File: config.mk
export PLATFORM = sky130hd
export DESIGN_NAME = line_edit_buffer
export DESIGN_NICKNAME = d
export VERILOG_FILES = /design/src/hw/rtl/lebuf_pkg.sv /design/src/hw/rtl/line_edit_buffer.sv
export SDC_FILE = /design/constraint.sdc
export NUM_CORES = 1
export LEC_CHECK = 0
export BUFFER_PORTS_ARGS = -buffer_cell sky130_fd_sc_hd__buf_2
export CORE_UTILIZATION = 35
export DETAILED_ROUTE_END_ITERATION = 7
export SKIP_LAST_GASP = 1
export SLEW_MARGIN = 15
export SYNTH_ARGS = -nofsm -noshare
export SYNTH_HDL_FRONTEND = slang
export SYNTH_SLANG_ARGS = --single-unit
File: constraint.sdc
create_clock -name clock -period 5.05 [get_ports clock]
set_input_delay 0.505 -clock clock [delete_from_list [all_inputs] [get_ports clock]]
set_output_delay 0.505 -clock clock [all_outputs]
set_load 0.01 [all_outputs]
File: src/hw/rtl/lebuf_pkg.sv
// Package for the line edit buffer: command codes, sequencer states,
// the default buffer depth and the word-character classifier.
// No dependencies.
package lebuf_pkg;

   // Default number of character slots
   localparam int BUF_DEPTH_DEF = 64;

   // Underscore joins words like a letter does
   localparam logic [7:0] WORD_JOIN = 8'h5F;

   typedef enum logic [3:0] {
      CMD_READ      = 4'd0,
      CMD_INSERT    = 4'd1,
      CMD_HOME      = 4'd2,
      CMD_END       = 4'd3,
      CMD_LEFT      = 4'd4,
      CMD_RIGHT     = 4'd5,
      CMD_WORDLEFT  = 4'd6,
      CMD_WORDRIGHT = 4'd7,
      CMD_BACKSP    = 4'd8,
      CMD_DEL       = 4'd9,
      CMD_WORDBACK  = 4'd10,
      CMD_WORDDEL   = 4'd11,
      CMD_SUBMIT    = 4'd12
   } cmd_type;

   typedef enum logic [3:0] {
      ST_IDLE,
      ST_EXEC,
      ST_RD_WAIT,
      ST_PB_READ,
      ST_PB_TEST,
      ST_NB_READ,
      ST_NB_TEST,
      ST_SH_READ,
      ST_SH_WRITE,
      ST_INS_READ,
      ST_INS_WRITE,
      ST_DONE
   } state_type;

   // ASCII letters, digits and underscore
   function automatic logic is_word(input logic [7:0] c);
      is_word = (c >= 8'h30 && c <= 8'h39) || (c >= 8'h41 && c <= 8'h5A) ||
                (c >= 8'h61 && c <= 8'h7A) || (c == WORD_JOIN);
   endfunction

endpackage

File: src/hw/rtl/line_edit_buffer.sv
// Line edit buffer: a one-line text store with cursor, word moves and deletes. Uses lebuf_pkg.
// Cursor moves, submit and unused codes go from decode straight to the result; a read waits
// for the registered memory read; an insert moves the tail up one character at a time, and
// scans and shifts use a read state and a test or write state per character visited or moved.
// One request at a time: req_stall stays high until the result is registered and the sequencer is idle.
// Synchronous reset empties the buffer and homes the cursor; no clearing pass.
module line_edit_buffer
   import lebuf_pkg::*;
#(
   parameter int BUF_DEPTH = BUF_DEPTH_DEF
) (
   input  logic       clock,
   input  logic       reset,
   // request channel
   input  logic       req_valid,
   output logic       req_stall,
   input  logic [3:0] req_cmd,
   input  logic [7:0] req_char_in,
   input  logic [5:0] req_read_index,
   // result channel
   output logic       rsp_valid,
   input  logic       rsp_stall,
   output logic [6:0] rsp_cursor_pos,
   output logic [6:0] rsp_text_length,
   output logic       rsp_text_changed,
   output logic       rsp_submit_fired,
   output logic       rsp_insert_refused,
   output logic [7:0] rsp_read_char
);

   localparam int LW = $clog2(BUF_DEPTH + 1);   // length / cursor width
   localparam int AW = $clog2(BUF_DEPTH);       // memory address width
   localparam int RW = (LW > 6) ? LW : 6;       // read index compare width

   // character memory
   logic [7:0]    char_store [BUF_DEPTH];
   logic [7:0]    rd_data_ff;
   logic [AW-1:0] rd_addr;
   logic          wr_en;
   logic [AW-1:0] wr_addr;
   logic [7:0]    wr_data;

   // sequencer state
   state_type     state_ff, state_in;
   cmd_type       cmd_ff;
   logic [7:0]    char_ff;
   logic [5:0]    ridx_ff;
   logic [LW-1:0] len_ff, len_in;
   logic [LW-1:0] cur_ff, cur_in;
   logic [LW-1:0] ptr_ff, ptr_in;   // scan pointer, also insert destination
   logic [LW-1:0] src_ff, src_in;
   logic          phase_ff, phase_in;
   logic          changed_ff, changed_in;
   logic          fired_ff, fired_in;
   logic          refused_ff, refused_in;
   logic [7:0]    rchar_ff, rchar_in;

   // result register
   logic          rsp_valid_ff, rsp_valid_in;
   logic [6:0]    out_cur_ff, out_cur_in;
   logic [6:0]    out_len_ff, out_len_in;
   logic          out_changed_ff, out_changed_in;
   logic          out_fired_ff, out_fired_in;
   logic          out_refused_ff, out_refused_in;
   logic [7:0]    out_rchar_ff, out_rchar_in;

   logic          req_take;
   logic          rd_word;
   logic          scan_done;
   logic [LW-1:0] scan_pos;
   logic [LW-1:0] ptr_dec;
   logic [LW-1:0] ptr_inc;
   logic          ridx_hit;

   assign req_stall = (state_ff != ST_IDLE);
   assign req_take  = req_valid && !req_stall;
   assign rd_word   = is_word(rd_data_ff);
   assign ptr_dec   = ptr_ff - LW'(1);
   assign ptr_inc   = ptr_ff + LW'(1);
   assign ridx_hit  = (RW'(ridx_ff) < RW'(len_ff));

   assign rsp_valid          = rsp_valid_ff;
   assign rsp_cursor_pos     = out_cur_ff;
   assign rsp_text_length    = out_len_ff;
   assign rsp_text_changed   = out_changed_ff;
   assign rsp_submit_fired   = out_fired_ff;
   assign rsp_insert_refused = out_refused_ff;
   assign rsp_read_char      = out_rchar_ff;

   // memory: one write and one registered read per cycle
   always_ff @(posedge clock) begin
      if (wr_en) begin
         char_store[wr_addr] <= wr_data;
      end
      rd_data_ff <= char_store[rd_addr];
   end

   // request capture
   always_ff @(posedge clock) begin
      if (req_take) begin
         cmd_ff  <= cmd_type'(req_cmd);
         char_ff <= req_char_in;
         ridx_ff <= req_read_index;
      end
   end

   // control and working registers
   always_ff @(posedge clock) begin
      if (reset) begin
         state_ff     <= ST_IDLE;
         len_ff       <= '0;
         cur_ff       <= '0;
         rsp_valid_ff <= 1'b0;
      end else begin
         state_ff     <= state_in;
         len_ff       <= len_in;
         cur_ff       <= cur_in;
         rsp_valid_ff <= rsp_valid_in;
      end
   end

   always_ff @(posedge clock) begin
      ptr_ff         <= ptr_in;
      src_ff         <= src_in;
      phase_ff       <= phase_in;
      changed_ff     <= changed_in;
      fired_ff       <= fired_in;
      refused_ff     <= refused_in;
      rchar_ff       <= rchar_in;
      out_cur_ff     <= out_cur_in;
      out_len_ff     <= out_len_in;
      out_changed_ff <= out_changed_in;
      out_fired_ff   <= out_fired_in;
      out_refused_ff <= out_refused_in;
      out_rchar_ff   <= out_rchar_in;
   end

   // sequencer: next state and memory port control
   always_comb begin
      state_in       = state_ff;
      len_in         = len_ff;
      cur_in         = cur_ff;
      ptr_in         = ptr_ff;
      src_in         = src_ff;
      phase_in       = phase_ff;
      changed_in     = changed_ff;
      fired_in       = fired_ff;
      refused_in     = refused_ff;
      rchar_in       = rchar_ff;
      rsp_valid_in   = rsp_valid_ff && rsp_stall;
      out_cur_in     = out_cur_ff;
      out_len_in     = out_len_ff;
      out_changed_in = out_changed_ff;
      out_fired_in   = out_fired_ff;
      out_refused_in = out_refused_ff;
      out_rchar_in   = out_rchar_ff;
      rd_addr        = ptr_ff[AW-1:0];
      wr_en          = 1'b0;
      wr_addr        = ptr_ff[AW-1:0];
      wr_data        = rd_data_ff;
      scan_done      = 1'b0;
      scan_pos       = ptr_ff;

      unique case (state_ff)
         ST_IDLE: begin
            if (req_take) begin
               state_in = ST_EXEC;
            end
         end

         // decode the captured command
         ST_EXEC: begin
            changed_in = 1'b0;
            fired_in   = 1'b0;
            refused_in = 1'b0;
            rchar_in   = 8'h00;
            phase_in   = 1'b0;
            state_in   = ST_DONE;
            unique case (cmd_ff) inside
               CMD_READ: begin
                  rd_addr  = AW'(ridx_ff);
                  state_in = ST_RD_WAIT;
               end
               CMD_INSERT: begin
                  if (char_ff != 8'h00) begin
                     if (len_ff == LW'(BUF_DEPTH)) begin
                        refused_in = 1'b1;
                     end else begin
                        ptr_in   = len_ff;
                        state_in = ST_INS_READ;
                     end
                  end
               end
               CMD_HOME: cur_in = '0;
               CMD_END:  cur_in = len_ff;
               CMD_LEFT: begin
                  if (cur_ff != '0) cur_in = cur_ff - LW'(1);
               end
               CMD_RIGHT: begin
                  if (cur_ff < len_ff) cur_in = cur_ff + LW'(1);
               end
               CMD_WORDLEFT, CMD_WORDBACK: begin
                  if (cur_ff == '0) begin
                     scan_done = 1'b1;
                     scan_pos  = '0;
                  end else begin
                     ptr_in   = cur_ff - LW'(1);
                     state_in = ST_PB_READ;
                  end
               end
               CMD_WORDRIGHT, CMD_WORDDEL: begin
                  ptr_in   = cur_ff;
                  state_in = ST_NB_READ;
               end
               CMD_BACKSP: begin
                  if (cur_ff != '0) begin
                     ptr_in     = cur_ff - LW'(1);
                     src_in     = cur_ff;
                     cur_in     = cur_ff - LW'(1);
                     changed_in = 1'b1;
                     state_in   = ST_SH_READ;
                  end
               end
               CMD_DEL: begin
                  if (cur_ff < len_ff) begin
                     ptr_in     = cur_ff;
                     src_in     = cur_ff + LW'(1);
                     changed_in = 1'b1;
                     state_in   = ST_SH_READ;
                  end
               end
               CMD_SUBMIT: fired_in = (len_ff != '0);
               default: ;
            endcase
         end

         ST_RD_WAIT: begin
            rchar_in = ridx_hit ? rd_data_ff : 8'h00;
            state_in = ST_DONE;
         end

         // backward word scan
         ST_PB_READ: begin
            rd_addr  = ptr_ff[AW-1:0];
            state_in = ST_PB_TEST;
         end
         ST_PB_TEST: begin
            if (ptr_ff == '0) begin
               // stopped at the first slot: step forward unless it is a word char
               scan_done = 1'b1;
               scan_pos  = rd_word ? LW'(0) : LW'(1);
            end else if (!phase_ff || rd_word) begin
               if (rd_word) phase_in = 1'b1;
               ptr_in   = ptr_dec;
               state_in = ST_PB_READ;
            end else begin
               scan_done = 1'b1;
               scan_pos  = ptr_inc;
            end
         end

         // forward word scan
         ST_NB_READ: begin
            rd_addr = ptr_ff[AW-1:0];
            if (ptr_ff >= len_ff) begin
               scan_done = 1'b1;
               scan_pos  = ptr_ff;
            end else begin
               state_in = ST_NB_TEST;
            end
         end
         ST_NB_TEST: begin
            if (phase_ff && rd_word) begin
               scan_done = 1'b1;
               scan_pos  = ptr_ff;
            end else begin
               if (!rd_word) phase_in = 1'b1;
               ptr_in   = ptr_inc;
               state_in = ST_NB_READ;
            end
         end

         // close the gap: copy src down to ptr until src reaches the end
         ST_SH_READ: begin
            rd_addr = src_ff[AW-1:0];
            if (src_ff >= len_ff) begin
               len_in   = ptr_ff;
               state_in = ST_DONE;
            end else begin
               state_in = ST_SH_WRITE;
            end
         end
         ST_SH_WRITE: begin
            wr_en    = 1'b1;
            wr_addr  = ptr_ff[AW-1:0];
            wr_data  = rd_data_ff;
            ptr_in   = ptr_inc;
            src_in   = src_ff + LW'(1);
            state_in = ST_SH_READ;
         end

         // open a slot at the cursor, moving the tail up from the end
         ST_INS_READ: begin
            rd_addr = ptr_dec[AW-1:0];
            if (ptr_ff == cur_ff) begin
               wr_en      = 1'b1;
               wr_addr    = cur_ff[AW-1:0];
               wr_data    = char_ff;
               len_in     = len_ff + LW'(1);
               cur_in     = cur_ff + LW'(1);
               changed_in = 1'b1;
               state_in   = ST_DONE;
            end else begin
               state_in = ST_INS_WRITE;
            end
         end
         ST_INS_WRITE: begin
            wr_en    = 1'b1;
            wr_addr  = ptr_ff[AW-1:0];
            wr_data  = rd_data_ff;
            ptr_in   = ptr_dec;
            state_in = ST_INS_READ;
         end

         // hand the result over once the output register is free
         ST_DONE: begin
            if (!rsp_valid_ff || !rsp_stall) begin
               rsp_valid_in   = 1'b1;
               out_cur_in     = 7'(cur_ff);
               out_len_in     = 7'(len_ff);
               out_changed_in = changed_ff;
               out_fired_in   = fired_ff;
               out_refused_in = refused_ff;
               out_rchar_in   = rchar_ff;
               state_in       = ST_IDLE;
            end
         end

         default: state_in = ST_IDLE;
      endcase

      // scan finished: move the cursor or start a word delete
      if (scan_done) begin
         state_in = ST_DONE;
         if (cmd_ff == CMD_WORDLEFT || cmd_ff == CMD_WORDRIGHT) begin
            cur_in = scan_pos;
         end else if (cmd_ff == CMD_WORDBACK) begin
            if (scan_pos < cur_ff) begin
               ptr_in     = scan_pos;
               src_in     = cur_ff;
               cur_in     = scan_pos;
               changed_in = 1'b1;
               state_in   = ST_SH_READ;
            end
         end else if (scan_pos > cur_ff) begin
            ptr_in     = cur_ff;
            src_in     = scan_pos;
            changed_in = 1'b1;
            state_in   = ST_SH_READ;
         end
      end
   end

   // checks
   a_cursor_in_text: assert property (@(posedge clock) disable iff (reset)
      cur_ff <= len_ff) else $error("cursor beyond text length");

   a_length_bound: assert property (@(posedge clock) disable iff (reset)
      len_ff <= LW'(BUF_DEPTH)) else $error("text length beyond buffer depth");

   a_refused_clean: assert property (@(posedge clock) disable iff (reset)
      rsp_valid_ff |-> !(out_refused_ff && out_changed_ff))
      else $error("refused insert reported a change");

   a_reset_idle: assert property (@(posedge clock)
      reset |=> (state_ff == ST_IDLE && !rsp_valid_ff))
      else $error("sequencer not idle after reset");

endmodule
==> flow_metrics.env <==
export IMPL_syn_area_um2=27500
export IMPL_port_buffers=48
export IMPL_drive_gt1_frac=0.132
export IMPL_r2r_end="ptr_ff[0]"
export IMPL_start_kind="flop"
export IMPL_die_h_um=282
export IMPL_synth_seq_cells=608
export IMPL_cp_end_kind="flop"
export IMPL_yosys_top_cells_area="edfxtp_1 (62%), nand2_1 (6.0%), dfxtp_1 (3.1%), nand3_1 (2.5%), nor2_1 (1.9%)"
export IMPL_finalPower_w=0.0206
export IMPL_worstMarginPinSlew_ns=1.24
export IMPL_cts_root_buf="clkbuf_16"
export IMPL_synthTopCellsByCount="edfxtp_1 (566), nand2_1 (443), nor2_1 (143)"
export IMPL_grt_overflow_total=0
export IMPL_routed_wl_um=83300
export IMPL_synth_edf_count=566
export IMPL_min_period_ns=4.63
export IMPL_yosys_warnings=0
export IMPL_fin_crit_sh=0.918
export IMPL_critPathMaxFanout=14
export IMPL_cts_tree="built"
export IMPL_routabilityCongestion=0.944
export IMPL_setup_viol=0
export IMPL_min_to="ridx_ff[5]"
export IMPL_cts_buffers=70
export IMPL_nFillCells=7379
export IMPL_slew_headroom=0.171
export IMPL_core_um2=77600
export IMPL_p_int_w=0.0124
export IMPL_dr_pass1_iters=5
export IMPL_outcome="completed"
export IMPL_cts_path_max_buffers=3
export IMPL_power_leakage_nw=10.9
export IMPL_syn_instance_count=2295
export IMPL_drv_cap=0
export IMPL_yosysTopAreaCellShare=0.617
export IMPL_async_flop_share=0
export IMPL_antenna_found_initial=0
export IMPL_whs_path_depth=1
export IMPL_syn2layout_area_growth_pct=15.8
export IMPL_die_x_um=282
export IMPL_grtUsageTotal=0.208
export IMPL_row_count=102
export IMPL_cts_resized=0
export IMPL_path_cells="nand2b_1, a21oi_1, o221ai_1, a21o_1, a21oi_1, o21ai_0, o21ai_0, ha_1, nor2b_1, o21a_1, o21a_1, o21ai_0, a21oi_1, nor2_1, nor2_1, nor2_1, o32ai_1"
export IMPL_grt_first_pass_wirelength_um=124000
export IMPL_drt_first_iter_violations=2199
export IMPL_p_sw_w=0.00821
export IMPL_clk_pin_slew_ns=0.06
export IMPL_clkSinkCount=608
export IMPL_peakVddDrop_v=0.000354
export IMPL_vias_per_cell=5.65
export IMPL_drc=0
export IMPL_yosysTopAreaCell="edfxtp_1"
export IMPL_path_class="flop to flop"
export IMPL_initial_utilization=0.355
export IMPL_min_from="req_read_index[5]"
export IMPL_r2r_start="rd_data_ff[6]"
export IMPL_ant_nets=0
export IMPL_fin_tns_setup_ns=0
export IMPL_grt_pass1_vias=19300
export IMPL_ff2ff_path_depth=17
export IMPL_post_cts_setup_buffers=0
export IMPL_num_io_pins=49
export IMPL_die_area_um2=79800
export IMPL_max_freq_mhz=216
export IMPL_synth_most_common_cell="edfxtp_1"
export IMPL_slew_violations=0
export IMPL_cts_htree_levels=3
export IMPL_synth_cell_type_count=93
export IMPL_worstPathArrival_ns=5.07
export IMPL_synth_seq_area_share=0.648
export IMPL_rsz0062_at_grt="false"
export IMPL_syn_nets=2356
export IMPL_cp_slowest_cell="nor2_1"
export IMPL_avgSynthCellArea_um2=12.0
export IMPL_crit_path_max_incr_delay_ns=0.94
export IMPL_place_hpwl_um=55500
export IMPL_ctsHoldBuffers=0
export IMPL_crit_required_ns=5.49
export IMPL_hold_class="primary input to flop"
export IMPL_seqPwrFrac=0.328
export IMPL_pwr_share_clk=0.259
export IMPL_grt_start_max_net_pins=79
export IMPL_power_density_nw_per_um2=647
export IMPL_hold_viol=0
export IMPL_clk_latency_ns=0.61
export IMPL_fin_worst_skew_ns=0.0253
export IMPL_fin_nets=2453
export IMPL_reg2reg_slack_ns=0.42
export IMPL_p_sw_frac=0.398
export IMPL_synth_main_ff_cell="edfxtp_1"
export IMPL_wire_per_inst_um=23.9
export IMPL_p_comb_frac=0.412
export IMPL_vias=19700
power groups by stage:
stage	Clock, W	Combinational, W	Sequential (W)
5_1_grt	0.00564	0.00907	0.00679
6_report	0.00535	0.00850	0.00677
2_1_floorplan	0	0.00533	0.00670
3_3_place_gp	0	0.00832	0.00686
3_5_place_dp	0	0.00840	0.00687
4_1_cts	0.00543	0.00843	0.00676
placed cells by master, fill, tap and decap left out, types with 13 or more instances in the layout:
| cell | n |
|---|---|
| edfxtp_1 | 566 |
| nand2_1 | 443 |
| nor2_1 | 143 |
| nand3_1 | 139 |
| buf_4 | 112 |
| a31oi_1 | 78 |
| a21oi_1 | 76 |
| clkbuf_16 | 75 |
| and3_1 | 72 |
| o21ai_0 | 56 |
| buf_2 | 48 |
| dfxtp_1 | 42 |
| mux2i_1 | 40 |
| ha_1 | 39 |
| nor3_1 | 34 |
| inv_1 | 33 |
| o22ai_1 | 25 |
| a22oi_1 | 22 |
| a311oi_1 | 19 |
| xnor2_1 | 18 |
| nand2b_1 | 18 |
| o221ai_1 | 18 |
| clkbuf_1 | 17 |
| o22a_1 | 16 |
| a221oi_1 | 15 |
| o2111ai_1 | 15 |
| a21o_1 | 14 |
| nor2b_1 | 13 |
flip-flops by register name, summed over array words and instances, names as in the netlist, 4 cells and up:
name / cells
char_ff: 8
char_store: 512
cmd_ff: 4
cur_ff: 7
len_ff: 7
ptr_ff: 7
rchar_ff: 8
rd_data_ff: 8
ridx_ff: 6
rsp_cursor_pos: 7
rsp_read_char: 8
rsp_text_length: 7
src_ff: 7
state_ff: 4
worst max-delay path by stage:
stage / cells past startpoint / startpoint / endpoint / slack, ns
finish: 17 / rd_data_ff[6] / ptr_ff[0] / 0.42
global route: 17 / rd_data_ff[6] / ptr_ff[0] / 0.09
CTS: 17 / rd_data_ff[0] / ptr_ff[0] / 0.55
detailed placement: 16 / state_ff[2] / ptr_ff[0] / 0.56
global placement: 17 / rd_data_ff[0] / ptr_ff[0] / 0.64
floorplan: 20 / ptr_ff[1] / state_ff[2] / 0.82
worst max-delay path, delay by kind of cell, from the launching register on:
kind	cells	cell delay, ns
AOI/OAI and AO/OA	11	2.32
adders and majority gates	1	0.34
DFF	1	0.41
and+or+nand+nor	5	1.39
per-stage QoR:
step                      instances  utilization  setup slack [ns]  hold WS, ns  cell area, um2
after CTS                      3489        0.411             0.553       0.0518           31900
after detailed placement       3360        0.379             0.560        0.416           29400
after global placement         3360        0.379             0.643        0.414           29400
final                          3490        0.411             0.416       0.0840           31900
after floorplan                2295            -             0.824        0.400           27500
after global routing           3489        0.411            0.0928       0.0550           31900
logic make-up (layout without fill, tap and decap cells):
family / after synthesis / count (layout) / share of synthesized area
AOI/OAI and AO/OA: 455 / 455 / 0.116
muxes: 57 / 57 / 0.0252
other: 0 / 1 / 0
DFF: 608 / 608 / 0.648
and+or+nand+nor: 935 / 935 / 0.156
xor gates and xnor gates: 20 / 20 / 0.00636
adders and majority gates: 39 / 39 / 0.0177
buffers and inverters: 181 / 335 / 0.0307
metal layers:
| layer | up-vias | part of all wire | global-route usage |
|---|---|---|---|
| met2 | 761 | 0.48 | 0.343 |
| met4 | 0 | 0.036 | 0.0845 |
| met3 | 168 | 0.063 | 0.0327 |
| met1 | 9905 | 0.42 | 0.273 |
| li1 | 8896 | - | - |
| met5 | - | 0 | 0 |
layout make-up:
| type | instances | area, um2 | area share |
|---|---|---|---|
| clock inverters | 36 | 492 | 0.0154 |
| clock buffers | 93 | 1950 | 0.0613 |
| repair buffers | 169 | 1260 | 0.0395 |
| multi-input cells | 1506 | 8900 | 0.279 |
| well taps | 1040 | 1300 | 0.0408 |
| diodes | 1 | 2.50 | 0.0000785 |
| flip-flops and latches | 608 | 17800 | 0.559 |
| inverters | 37 | 151 | 0.00475 |
Power figures use the tool's default switching activity.
